===== src/sv/sitdt_pkg.sv =====
package sitdt_pkg;

  localparam int unsigned VALUE_W         = 32;
  localparam int unsigned NUM_DIGITS      = 10;
  localparam int unsigned BCD_W           = 4 * NUM_DIGITS;
  localparam int unsigned SHIFT_W         = BCD_W + VALUE_W;
  localparam int unsigned STEPS_PER_STAGE = 4;
  localparam int unsigned CONV_STAGES     = VALUE_W / STEPS_PER_STAGE;
  localparam int unsigned IDX_W           = 4;

  localparam logic [7:0] DIGIT_ZERO = 8'h30;
  localparam logic [7:0] MINUS_SIGN = 8'h2D;

  typedef logic [SHIFT_W-1:0] shift_word_t;

  typedef enum logic [1:0] {
    EM_IDLE,
    EM_SIGN,
    EM_DIGITS
  } em_state_t;

  function automatic shift_word_t dabble_step(input shift_word_t s);
    shift_word_t t;
    logic [3:0]  nib;
    t = s;
    for (int d = 0; d < NUM_DIGITS; d++) begin
      nib = t[VALUE_W + 4*d +: 4];
      if (nib >= 4'd5) begin
        t[VALUE_W + 4*d +: 4] = nib + 4'd3;
      end
    end
    return {t[SHIFT_W-2:0], 1'b0};
  endfunction

  function automatic shift_word_t dabble_stage(input shift_word_t s);
    shift_word_t t;
    t = s;
    for (int k = 0; k < STEPS_PER_STAGE; k++) begin
      t = dabble_step(t);
    end
    return t;
  endfunction

  function automatic logic [IDX_W-1:0] find_msd(input logic [BCD_W-1:0] bcd);
    logic [IDX_W-1:0] idx;
    idx = '0;
    for (int d = 0; d < NUM_DIGITS; d++) begin
      if (bcd[4*d +: 4] != 4'd0) begin
        idx = IDX_W'(d);
      end
    end
    return idx;
  endfunction

endpackage


===== src/sv/signed_int_to_decimal_text.sv =====
// Channel  | Ports                                   | Handshake
// ---------+-----------------------------------------+------------------------------
// input    | in_value                                | taken when start && !busy
// result   | out_text_char, out_last_char            | one cycle each, out_valid
//
// An item passes an input register and eight stages of four shift-add-3 steps
// each before the character emitter takes it. It then gives one character
// per cycle, 1 to 11 in all; the single character port sets the sustained rate,
// as the emitter takes a new item only when idle or on the current last character.
// Reset is synchronous and active low and empties every stage.
// Stages hold their items while the character emitter is busy; busy is high
// when the input register cannot move on. The receiver cannot stall.
module signed_int_to_decimal_text (
  input  logic                           clk,
  input  logic                           rst_n,
  input  logic                           start,
  output logic                           busy,
  input  logic signed [sitdt_pkg::VALUE_W-1:0] in_value,
  output logic                           out_valid,
  output logic [7:0]                     out_text_char,
  output logic                           out_last_char
);
  import sitdt_pkg::*;

  localparam int unsigned NSTG = CONV_STAGES + 1;

  logic                     valid_r [NSTG];
  logic                     neg_r   [NSTG];
  shift_word_t              sh_r    [NSTG];
  logic                     ready   [NSTG+1];

  em_state_t                state_r, state_nxt;
  logic [IDX_W-1:0]         idx_r, idx_nxt;
  logic [BCD_W-1:0]         digits_r;
  logic                     em_neg_r;
  logic                     take;
  logic [VALUE_W-1:0]       mag;
  logic [3:0]               cur_digit;

  assign mag  = in_value[VALUE_W-1] ? (VALUE_W'(0) - in_value) : in_value;
  assign take = valid_r[NSTG-1] &&
                ((state_r == EM_IDLE) || ((state_r == EM_DIGITS) && (idx_r == '0)));

  assign ready[NSTG] = take;
  for (genvar k = 0; k < NSTG; k++) begin : g_ready
    assign ready[k] = !valid_r[k] || ready[k+1];
  end
  assign busy = !ready[0];

  always_ff @(posedge clk) begin
    if (!rst_n) begin
      valid_r[0] <= 1'b0;
    end else if (ready[0]) begin
      valid_r[0] <= start;
    end
  end

  always_ff @(posedge clk) begin
    if (ready[0] && start) begin
      neg_r[0] <= in_value[VALUE_W-1];
      sh_r[0]  <= {{BCD_W{1'b0}}, mag};
    end
  end

  for (genvar k = 1; k < NSTG; k++) begin : g_stage
    always_ff @(posedge clk) begin
      if (!rst_n) begin
        valid_r[k] <= 1'b0;
      end else if (ready[k]) begin
        valid_r[k] <= valid_r[k-1];
      end
    end

    always_ff @(posedge clk) begin
      if (ready[k] && valid_r[k-1]) begin
        neg_r[k] <= neg_r[k-1];
        sh_r[k]  <= dabble_stage(sh_r[k-1]);
      end
    end
  end

  always_comb begin
    state_nxt = state_r;
    case (state_r)
      EM_IDLE: begin
        if (take) begin
          state_nxt = neg_r[NSTG-1] ? EM_SIGN : EM_DIGITS;
        end
      end
      EM_SIGN: begin
        state_nxt = EM_DIGITS;
      end
      EM_DIGITS: begin
        if (idx_r == '0) begin
          if (take) begin
            state_nxt = neg_r[NSTG-1] ? EM_SIGN : EM_DIGITS;
          end else begin
            state_nxt = EM_IDLE;
          end
        end
      end
      default: begin
        state_nxt = EM_IDLE;
      end
    endcase
  end

  always_comb begin
    idx_nxt = idx_r;
    if (take) begin
      idx_nxt = find_msd(sh_r[NSTG-1][SHIFT_W-1:VALUE_W]);
    end else if ((state_r == EM_DIGITS) && (idx_r != '0)) begin
      idx_nxt = idx_r - IDX_W'(1);
    end
  end

  always_ff @(posedge clk) begin
    if (!rst_n) begin
      state_r <= EM_IDLE;
      idx_r   <= '0;
    end else begin
      state_r <= state_nxt;
      idx_r   <= idx_nxt;
    end
  end

  always_ff @(posedge clk) begin
    if (take) begin
      digits_r <= sh_r[NSTG-1][SHIFT_W-1:VALUE_W];
      em_neg_r <= neg_r[NSTG-1];
    end
  end

  assign cur_digit = digits_r[4*idx_r +: 4];

  always_comb begin
    out_valid     = 1'b0;
    out_text_char = DIGIT_ZERO;
    out_last_char = 1'b0;
    case (state_r)
      EM_IDLE: begin
        out_valid = 1'b0;
      end
      EM_SIGN: begin
        out_valid     = 1'b1;
        out_text_char = MINUS_SIGN;
      end
      EM_DIGITS: begin
        out_valid     = 1'b1;
        out_text_char = DIGIT_ZERO + {4'd0, cur_digit};
        out_last_char = (idx_r == '0);
      end
      default: begin
        out_valid = 1'b0;
      end
    endcase
  end

  a_last_has_valid: assert property (@(posedge clk) disable iff (!rst_n)
    out_last_char |-> out_valid)
    else $error("last character flagged without a valid character");

  a_sign_then_digit: assert property (@(posedge clk) disable iff (!rst_n)
    (state_r == EM_SIGN) |=> (state_r == EM_DIGITS))
    else $error("sign not followed by a digit");

  a_sign_from_neg: assert property (@(posedge clk) disable iff (!rst_n)
    (state_r == EM_SIGN) |-> em_neg_r)
    else $error("sign emitted for a non-negative item");

  a_accept_enters: assert property (@(posedge clk) disable iff (!rst_n)
    (start && !busy) |=> valid_r[0])
    else $error("accepted item did not enter the input stage");

endmodule

===== config.mk =====
export PLATFORM = sky130hd
export DESIGN_NAME = signed_int_to_decimal_text
export DESIGN_NICKNAME = d
export VERILOG_FILES = /design/src/sv/sitdt_pkg.sv /design/src/sv/signed_int_to_decimal_text.sv
export SDC_FILE = /design/constraint.sdc
export NUM_CORES = 1
export LEC_CHECK = 0
export ABC_AREA = 0
export ABC_CLOCK_PERIOD_IN_PS = 6600
export BUFFER_PORTS_ARGS = -buffer_cell sky130_fd_sc_hd__buf_2
export CAP_MARGIN = 20
export CORE_UTILIZATION = 55
export DETAILED_ROUTE_END_ITERATION = 6
export PLACE_DENSITY = 0.68
export SYNTH_ARGS = -nofsm -noshare
export SYNTH_HDL_FRONTEND = slang
export SYNTH_SLANG_ARGS = --single-unit

===== constraint.sdc =====
create_clock -name clk -period 6.6 [get_ports clk]
set_input_delay 0 -clock clk [delete_from_list [all_inputs] [get_ports clk]]
set_output_delay 0 -clock clk [all_outputs]
set_load 0.01 [all_outputs]

Yosys cells after proc, flatten, opt, wreduce, memory -nomap -nowiden. Memory sizes are Yosys's and may differ from the RTL's. Index checks and enable logic that the tools add are counted.

Add/sub/neg operators: 323. $mul: 0. Divide/modulo/power cells: 0. Magnitude comparators: 320. Equal/unequal tests: 4. Shift-type cells: 1. Mux-type cells: 715. Bitwise logic cells: 9. Reduce and logical (&&, ||, !) cells: 47.

Operators with widths (number): two-way mux 4 bit (586); greater-or-equal comparator 4 x 3 -> 1 bit (second input constant) (320); adder 4 x 2 -> 4 bit (second input constant) (288); two-way mux 3 bit (64); adder 3 x 2 -> 3 bit (second input constant) (32); two-way mux 1 bit (58); nonzero test 4 bit (10); variable part select 40 x 7 -> 4 bit (1); two-way mux 32 bit (1); subtractor 1 x 32 -> 32 bit (first input constant) (1); case mux 7 bit (2 select lines) (1); logical AND 1 bit (12); zero test 1 bit (10); logical OR 1 bit (10); OR 1 bit (9); two-way mux 2 bit (4); adder 6 x 4 -> 7 bit (first input constant) (1); case mux 2 bit (3 select lines) (1); zero test 4 bit (1); != test 2 bit (second input constant) (2); subtractor 4 x 1 -> 4 bit (second input constant) (1); equality test 2 x 1 -> 1 bit (second input constant) (1); equality test 2 bit (second input constant) (1); zero test 2 bit (1); other kinds (3) (3).

Bits in registers: 46. Bits in latches: 0. Bits in writable memories: 666. Bits in read-only memories: 0. Input bits: 35. Output and inout bits: 11. Word-level logic and storage cells: 1425. Memories: 3.

Memories: sh_r (depth 9, bits a word 72, rd ports 9, clocked after memory_dff 0, write ports 9, line signed_int_to_decimal_text.sv:29) `shift_word_t sh_r [NSTG];`; neg_r (depth 9, bits a word 1, rd ports 9, clocked after memory_dff 0, write ports 9, line signed_int_to_decimal_text.sv:28) `logic neg_r [NSTG];`; valid_r (depth 9, bits a word 1, rd ports 9, clocked after memory_dff 0, write ports 9, line signed_int_to_decimal_text.sv:27) `logic valid_r [NSTG];`.

Depth between registers and ports, before layout. Gate-level depths: netlist of run 1.

Depth after elaboration: 23. Mapped depth: 20. Gate-level depth less buffers: 20.

Least setup slack after synthesis of run 1. OpenSTA, ideal clock, no wires.

Path kind: register to register. Start point: register idx_r[0]. End point: memory neg_r[6][0] (netlist: neg_r[0][6]), enable pin. Setup time: 0.500 ns. Data arrival time: 4.690 ns. Required time: 6.100 ns. Setup slack: 1.410 ns. Stages on the path, launching flop included: 10. Buffers on the path: 3. Clock period less this slack: 5.190 ns. Cell sequence: dfxtp_1 -> clkbuf_1 -> clkbuf_1 -> inv_1 -> ha_1 -> and3_1 -> clkbuf_1 -> nor2_1 -> and3_1 -> a21boi_0.

RTL lines: start, declared (line signed_int_to_decimal_text.sv:33) `logic [IDX_W-1:0] idx_r, idx_nxt;`; start signal, assigned (line signed_int_to_decimal_text.sv:123) `idx_r <= idx_nxt;`; end, declared (line signed_int_to_decimal_text.sv:28).

==> results by group, run 1 <==
GRT
  – Total Routing Usage GR: a little over 20%
  – Largest net degree at the start of global routing: 44
  – Initial antenna violation count: 0
  – First-pass GRT wire length: 94900 microns
  – Vias in the first global route: 21477
  – Remaining global-route overflow: 0

Place
  – DP Wirelength: 40100 microns
  – GPL Wtd Cong: 0.836
  – # port buffers: 42
  – Area of placed instances: 0.0299 sq mm

Setup path
  – Crit. End Element: flip-flop
  – Depth of the most critical reg-to-reg path: 14
  – CP peak stage delay: 0.89 ns
  – Crit-path cells: inv_1 -> ha_1 -> nand2b_1 -> a21oi_2 -> mux2i_1 -> o21ai_0 -> xnor2_1 -> inv_1 -> ha_1 -> a221o_1 -> nor3b_1 -> o21ai_0 -> o311ai_0 -> o21a_1
  – Worst-path fanout max: 15
  – Worst setup SP type: flip-flop
  – Reg-to-Reg Start: sh_r[0][248]
  – Crit path required time: between 6 and 7 ns
  – Slowest cell on the critical path: mux2i_1
  – RR Endpoint: sh_r[0][326]
  – Critical Path AT: 5.02 ns
  – Reg-to-reg slack, setup: 1.93 ns
  – Critical path type: reg2reg

Synthesis
  – Syn. warnings: 0
  – Top_reg_cell synth: edfxtp_1
  – Ys async rst share: 0%
  – EDFF count, synth: about 390
  – Post-synth top area cell: edfxtp_1
  – Post-Synthesis Cell Area: 0.0291 sq mm
  – Synthesized area per cell: 9.33 sq um
  – Sequential fraction of the synthesis area: approximately two fifths
  – Register bit count reported by yosys: 393
  – Largest cells by area after synthesis: edfxtp_1, ha_1, o21ai_0, xnor2_1, a21oi_1
  – Yosys top cell area share: 39.9%
  – Synth Instances: 3115
  – Netlist cell types: between 90 and 100

Clock tree
  – Setup bufs post-CTS: 0
  – Post-CTS sizing: 0
  – Root Buffer: clkbuf_16
  – H-tree Lvls: 2
  – Num CTS Buffers: 45
  – Cts hold-fix bufs: 57
  – CTS tree: built
  – Deepest clock path buffer count: 3
  – Clk sinks: 393
  – Later-pin clock latency in the skew report: around 0.6 ns
  – Worst-path clk slew: 0.06 ns

Detailed routing
  – Routed WL: 55900 microns
  – Wire per inst: 14.3 microns
  – Initial DRC Count: approximately 1600
  – Residual DRC: 0
  – DRT antenna net count: 0
  – Via count: 22976
  – DRT Pass-1 Iters: 6
  – DR vias/cell: 5.89

Timing
  – Setup TNS: 0 ns
  – Fin. max-slew vios: 0
  – Final hold slack: approximately 0.19 ns
  – Setup Viol. Count Final: 0
  – Worst Tran Pin Value: 1.03 ns
  – Tcrit/Tclk final: 70.7%
  – Max transition margin: 29.5%
  – Fin crit period: ~4.7 ns
  – Max Fclk: ~210 MHz
  – Unrepaired setup endpoints after global routing: false
  – Final hold vios: 0
  – Setup Skew: 0.0207 ns

Final layout
  – Share of layout cells above drive strength 1: under 10%
  – Synth-to-layout area growth: 10.5%
  – ANT cells: 0
  – Design Area, Final: ~0.032 sq mm
  – Seq. cell area: 0.0117 sq mm
  – Multi-input gate area: between 0.015 and 0.02 sq mm
  – Filler instances: 4244
  – Total Nets Final: 3372

Worst hold path
  – Hold Path Depth: 2
  – Hold Crit Start: in_value[0]
  – Hold EP: sh_r[0][0]
  – Hold Path Class: in2reg

Pwr
  – Pwr dens: 196 mW/mm^2
  – Static Leak: around 12 nW
  – Peak supply drop: 0.202 mV

Floorplanning
  – FP Rows: 83
  – Die Ht: 232 microns
  – Initial core utilization: between 50% and 60%
  – CORE AREA: around 0.052 sq mm
  – Full die area: around 0.054 sq mm
  – Ports: 46
  – Die Wd: 232 microns

Run status
  – Status: finished clean

Job
  – Max_cap viols: 0
## power by group
| group | total (mW) | internal, mW | leakage [nW] | switching (mW) |
|---|---|---|---|---|
| registers | 2.85 | 2.81 | 3.63 | 0.0305 |
| clock network | 2.60 | 1.55 | 0.748 | 1.05 |
| logic | 0.852 | 0.365 | 7.60 | 0.487 |
## how the worst max path moves through the flow
stage / slack, ns / endpoint / from / depth (start not counted)
floorplan: 1.41 / neg_r[0][6] / idx_r[0] / 9
global placement: 2.08 / sh_r[0][326] / sh_r[0][248] / 14
detailed placement: 1.93 / sh_r[0][326] / sh_r[0][248] / 14
CTS: 1.92 / sh_r[0][326] / sh_r[0][248] / 14
global route: 1.41 / sh_r[0][326] / sh_r[0][248] / 14
finish: 1.93 / sh_r[0][326] / sh_r[0][248] / 14
## cell type report
type,count,share of cell area [%]
multi-input combinational,2425,50.6
clock inverter,29,1.23
timing repair buffer,112,2.92
sequential,393,36.5
clock buffer,51,3.58
inverter,212,2.48
tap,680,2.65
## sequential cells by signal (all words and copies together) (netlist names)
register,count
sh_r,329
digits_r,40
neg_r,9
valid_r,9
idx_r,4
state_r,2
## per-stage QoR
step,cells,worst slack (ns),utilization [%],power (mW)
finish,3902,1.93,62.1,6.30
detailed placement,3761,1.93,57.8,3.70
global placement,3761,2.08,57.8,3.66
CTS,3898,1.92,61.9,6.36
global route,3902,1.41,62.1,6.56
floorplan,3116,1.41,-,3.54
## cells in the mapped netlist (47+ instances only)
library cell,number
nand2_1,251
a31oi_1,57
nand3_1,47
a21oi_1,263
o21ai_0,314
inv_1,210
xnor2_1,153
edfxtp_1,386
clkbuf_1,78
nor2b_1,56
mux2i_1,104
ha_1,148
mux2_2,59
nor3_1,50
nor2_1,251
nand2b_1,69
## critical path: cells and delay by family (launching register included)
| kind | cells | cell delay, ns |
|---|---|---|
| AOI/OAI and AO/OA | 6 | 1.53 |
| muxes | 1 | 0.89 |
| adders and majority gates | 2 | 0.51 |
| and+or+nand+nor | 2 | 0.32 |
| DFF | 1 | 0.46 |
| buffers and inverters | 2 | 0.39 |
| xor gates and xnor gates | 1 | 0.31 |
## cell usage in the layout, fill, tap and decap left out, types with 17 or more instances in the layout
cell / n
nand2_1: 251
o21ai_1: 17
xnor2_1: 153
dlygate4sd3_1: 57
o21ai_0: 314
edfxtp_1: 386
nor2b_1: 51
nor2_1: 251
o31ai_1: 20
nor3b_1: 45
a21o_1: 22
and3_1: 19
nor3_1: 50
ha_1: 148
a21oi_1: 263
o211ai_1: 23
a211oi_1: 29
inv_1: 210
nand3_1: 47
o21a_1: 34
buf_2: 42
nand2b_1: 69
xor2_1: 36
mux2i_1: 104
a31oi_1: 57
clkbuf_16: 45
mux2_2: 59
o22ai_1: 37
and2_1: 30
## cells by family (layout without fill, tap and decap cells)
| kind of cell | Yosys count | count (layout) | synth area share, % |
|---|---|---|---|
| flip-flops | 393 | 393 | 40.4 |
| buffers and inverters | 298 | 404 | 3.90 |
| multiplexers | 175 | 175 | 6.74 |
| AO/OA/AOI/OAI | 1013 | 1013 | 21.6 |
| other | 2 | 3 | 0.0258 |
| AND/OR/NAND/NOR | 890 | 890 | 14.9 |
| adder cells (fa/ha/maj) | 150 | 150 | 6.44 |
| XOR/XNOR | 194 | 194 | 5.98 |
## routing by layer
metal | track usage, % | share of wire (%) | up-vias
li1 | - | - | 11684
met1 | 23.1 | 42 | 10752
met2 | 39.6 | 53 | 439
met3 | 2.28 | 3.1 | 101
met4 | 6.83 | 2.6 | 0
met5 | 0 | 0 | -
Power figures use the tool's default switching activity.
==> run 2: changes to the inputs <==
ABC_CLOCK_PERIOD_IN_PS = 4500   (was 6600)
clock period = 4.5 ns   (was 6.6 ns; I/O delays follow)
==> run 2 against run 1 <==
Global-route usage is 0.34 points higher. Largest cell class unchanged. Sequential cell count unchanged. Critical path type unchanged. Power up 46%.
==> results by group, run 2 (same netlist as run 1, synthesis figures left out) <==
Floorplanning
  – Initial core utilization: 56.2%
  – Die Wd: 232 microns
  – CORE AREA: about 0.052 sq mm
  – Full die area: 0.0538 sq mm
  – Die Ht: between 200 and 250 microns
  – FP Rows: 83
  – Ports: 46

Final layout
  – Most frequent cells in the layout: edfxtp_1, o21ai_0, a21oi_1
  – Non-Filler Instances: 3912
  – Most common cell after layout, fill and taps aside: edfxtp_1
  – Share of layout cells above drive strength 1: 8.66%
  – Synth-to-layout area growth: 10.6%
  – ANT cells: 0
  – Top reg by flops: sh_r
  – Top flop regs: sh_r (329), digits_r (40)
  – Largest register FFs: between 300 and 400
  – Total Nets Final: 3378

Clock tree
  – Deepest clock path buffer count: 3
  – Num CTS Buffers: 45
  – H-tree Lvls: 2
  – CTS tree: built
  – Clk sinks: 393
  – Post-CTS sizing: 0
  – Root Buffer: clkbuf_16
  – Worst-path clk slew: 0.06 ns
  – Setup bufs post-CTS: 0
  – Later-pin clock latency in the skew report: roughly 0.60 ns

Job
  – Max_cap viols: 0

Worst hold path
  – Hold Path Class: in2reg
  – Hold Path Depth: 2

Detailed routing
  – Wire per inst: between 10 and 15 microns
  – Routed WL: 56500 microns
  – DRT Pass-1 Iters: 6
  – DR vias/cell: 5.92
  – DRT antenna net count: 0
  – Via count: 23151
  – Initial DRC Count: 1494
  – Residual DRC: 0

Place
  – # port buffers: 42
  – GPL Wtd Cong: slightly above 0.8
  – Dpl cells: approximately 3800
  – DP Wirelength: 40500 microns

GRT
  – Initial antenna violation count: 0
  – Largest net degree at the start of global routing: 44
  – First-pass GRT wire length: 96500 microns
  – Vias in the first global route: 22161
  – Total Routing Usage GR: roughly a fifth
  – Remaining global-route overflow: 0

Setup path
  – Critical Path AT: 4.37 ns
  – Critical path type: reg2reg
  – Worst setup SP type: flip-flop
  – Crit. End Element: flip-flop
  – Crit path required time: 4.82 ns
  – Depth of the most critical reg-to-reg path: 17
  – Worst-path fanout max: 7

Timing
  – Fin. max-slew vios: 0
  – Fin crit period: around 4.0 ns
  – Final hold vios: 0
  – Unrepaired setup endpoints after global routing: false
  – Setup TNS: 0 ns
  – Max transition margin: 30.8%
  – Worst Tran Pin Value: 1.04 ns
  – Tcrit/Tclk final: roughly 90%
  – Setup Viol. Count Final: 0
  – Setup Skew: between 0.03 and 0.04 ns
  – Max Fclk: 247 MHz

Pwr
  – Static Leak: 12.0 nW
  – Peak supply drop: 0.311 mV
  – Pwr dens: 286 mW/mm^2

Run status
  – Status: finished clean
==> run 2: layout make-up <==
cell class / instances / area (sq um)
Timing Repair Buffer: 118 / 978
Fill cell: 4145 / 19600
Clock inverter: 31 / 382
Sequential cell: 393 / 11700
Multi-Input combinational cell: 2425 / 16200
Clock buffer: 53 / 1160
Tap cell: 680 / 851
Inverter: 212 / 796
==> run 2: worst paths after layout <==
path                              startpoint           end  slack (ns)
worst max-delay path            sh_r[0][568]  sh_r[0][645]        0.46
worst min-delay path             in_value[0]    sh_r[0][0]        0.19
worst max register to register  sh_r[0][568]  sh_r[0][645]        0.46
worst min register to register  sh_r[0][228]  sh_r[0][304]        0.41
==> run 2: worst max-delay path: stages, from the launching register on <==
cell	delay (ns)
edfxtp_1	0.44
ha_1	0.22
nand2b_1	0.15
a21oi_1	0.25
mux2i_1	0.50
o21ai_0	0.21
xor2_1	0.22
inv_1	0.09
ha_1	0.14
inv_1	0.04
ha_1	0.18
a21oi_1	0.28
xor2_1	0.28
ha_1	0.24
inv_1	0.05
o21ai_0	0.13
o21ai_0	0.19
xor2_1	0.19
==> run 2: timing repair <==
action                     4_1_cts  5_1_grt
hold endpoints to repair        52        0
hold buffers                    55        0
setup endpoints to repair        0        0
==> run 2: report_power, final <==
group	leakage, nW	total, mW	internal, mW	switching [mW]
Sequential	3.63	4.17	4.13	0.0440
Clock	0.744	3.75	2.18	1.57
Combinational	7.63	1.25	0.538	0.717
Total	12.0	9.18	6.84	2.33
==> run 2: stage by stage <==
| step | power (mW) | cell area (sq um) | hold slack (ns) | util (%) | worst slack, ns |
|---|---|---|---|---|---|
| after floorplan | 5.20 | 29100 | 0.0989 | - | 0.201 |
| after global routing | 9.59 | 32100 | 0.188 | 62.1 | 0.0749 |
| after detailed placement | 5.44 | 30000 | 0.241 | 58.0 | 0.517 |
| after CTS | 9.27 | 32100 | 0.137 | 62.0 | 0.508 |
| after global placement | 5.37 | 30000 | 0.237 | 57.9 | 0.692 |
| final | 9.18 | 32100 | 0.186 | 62.1 | 0.457 |
==> run 2: metal layers <==
layer  wire length, microns  up-vias  GRT usage [%]
li1                       -    11698              -
met2                  30000      484           40.6
met4                   1070        0           5.86
met5                      0        -              0
met1                  23200    10885           23.3
met3                   2150       84           2.93
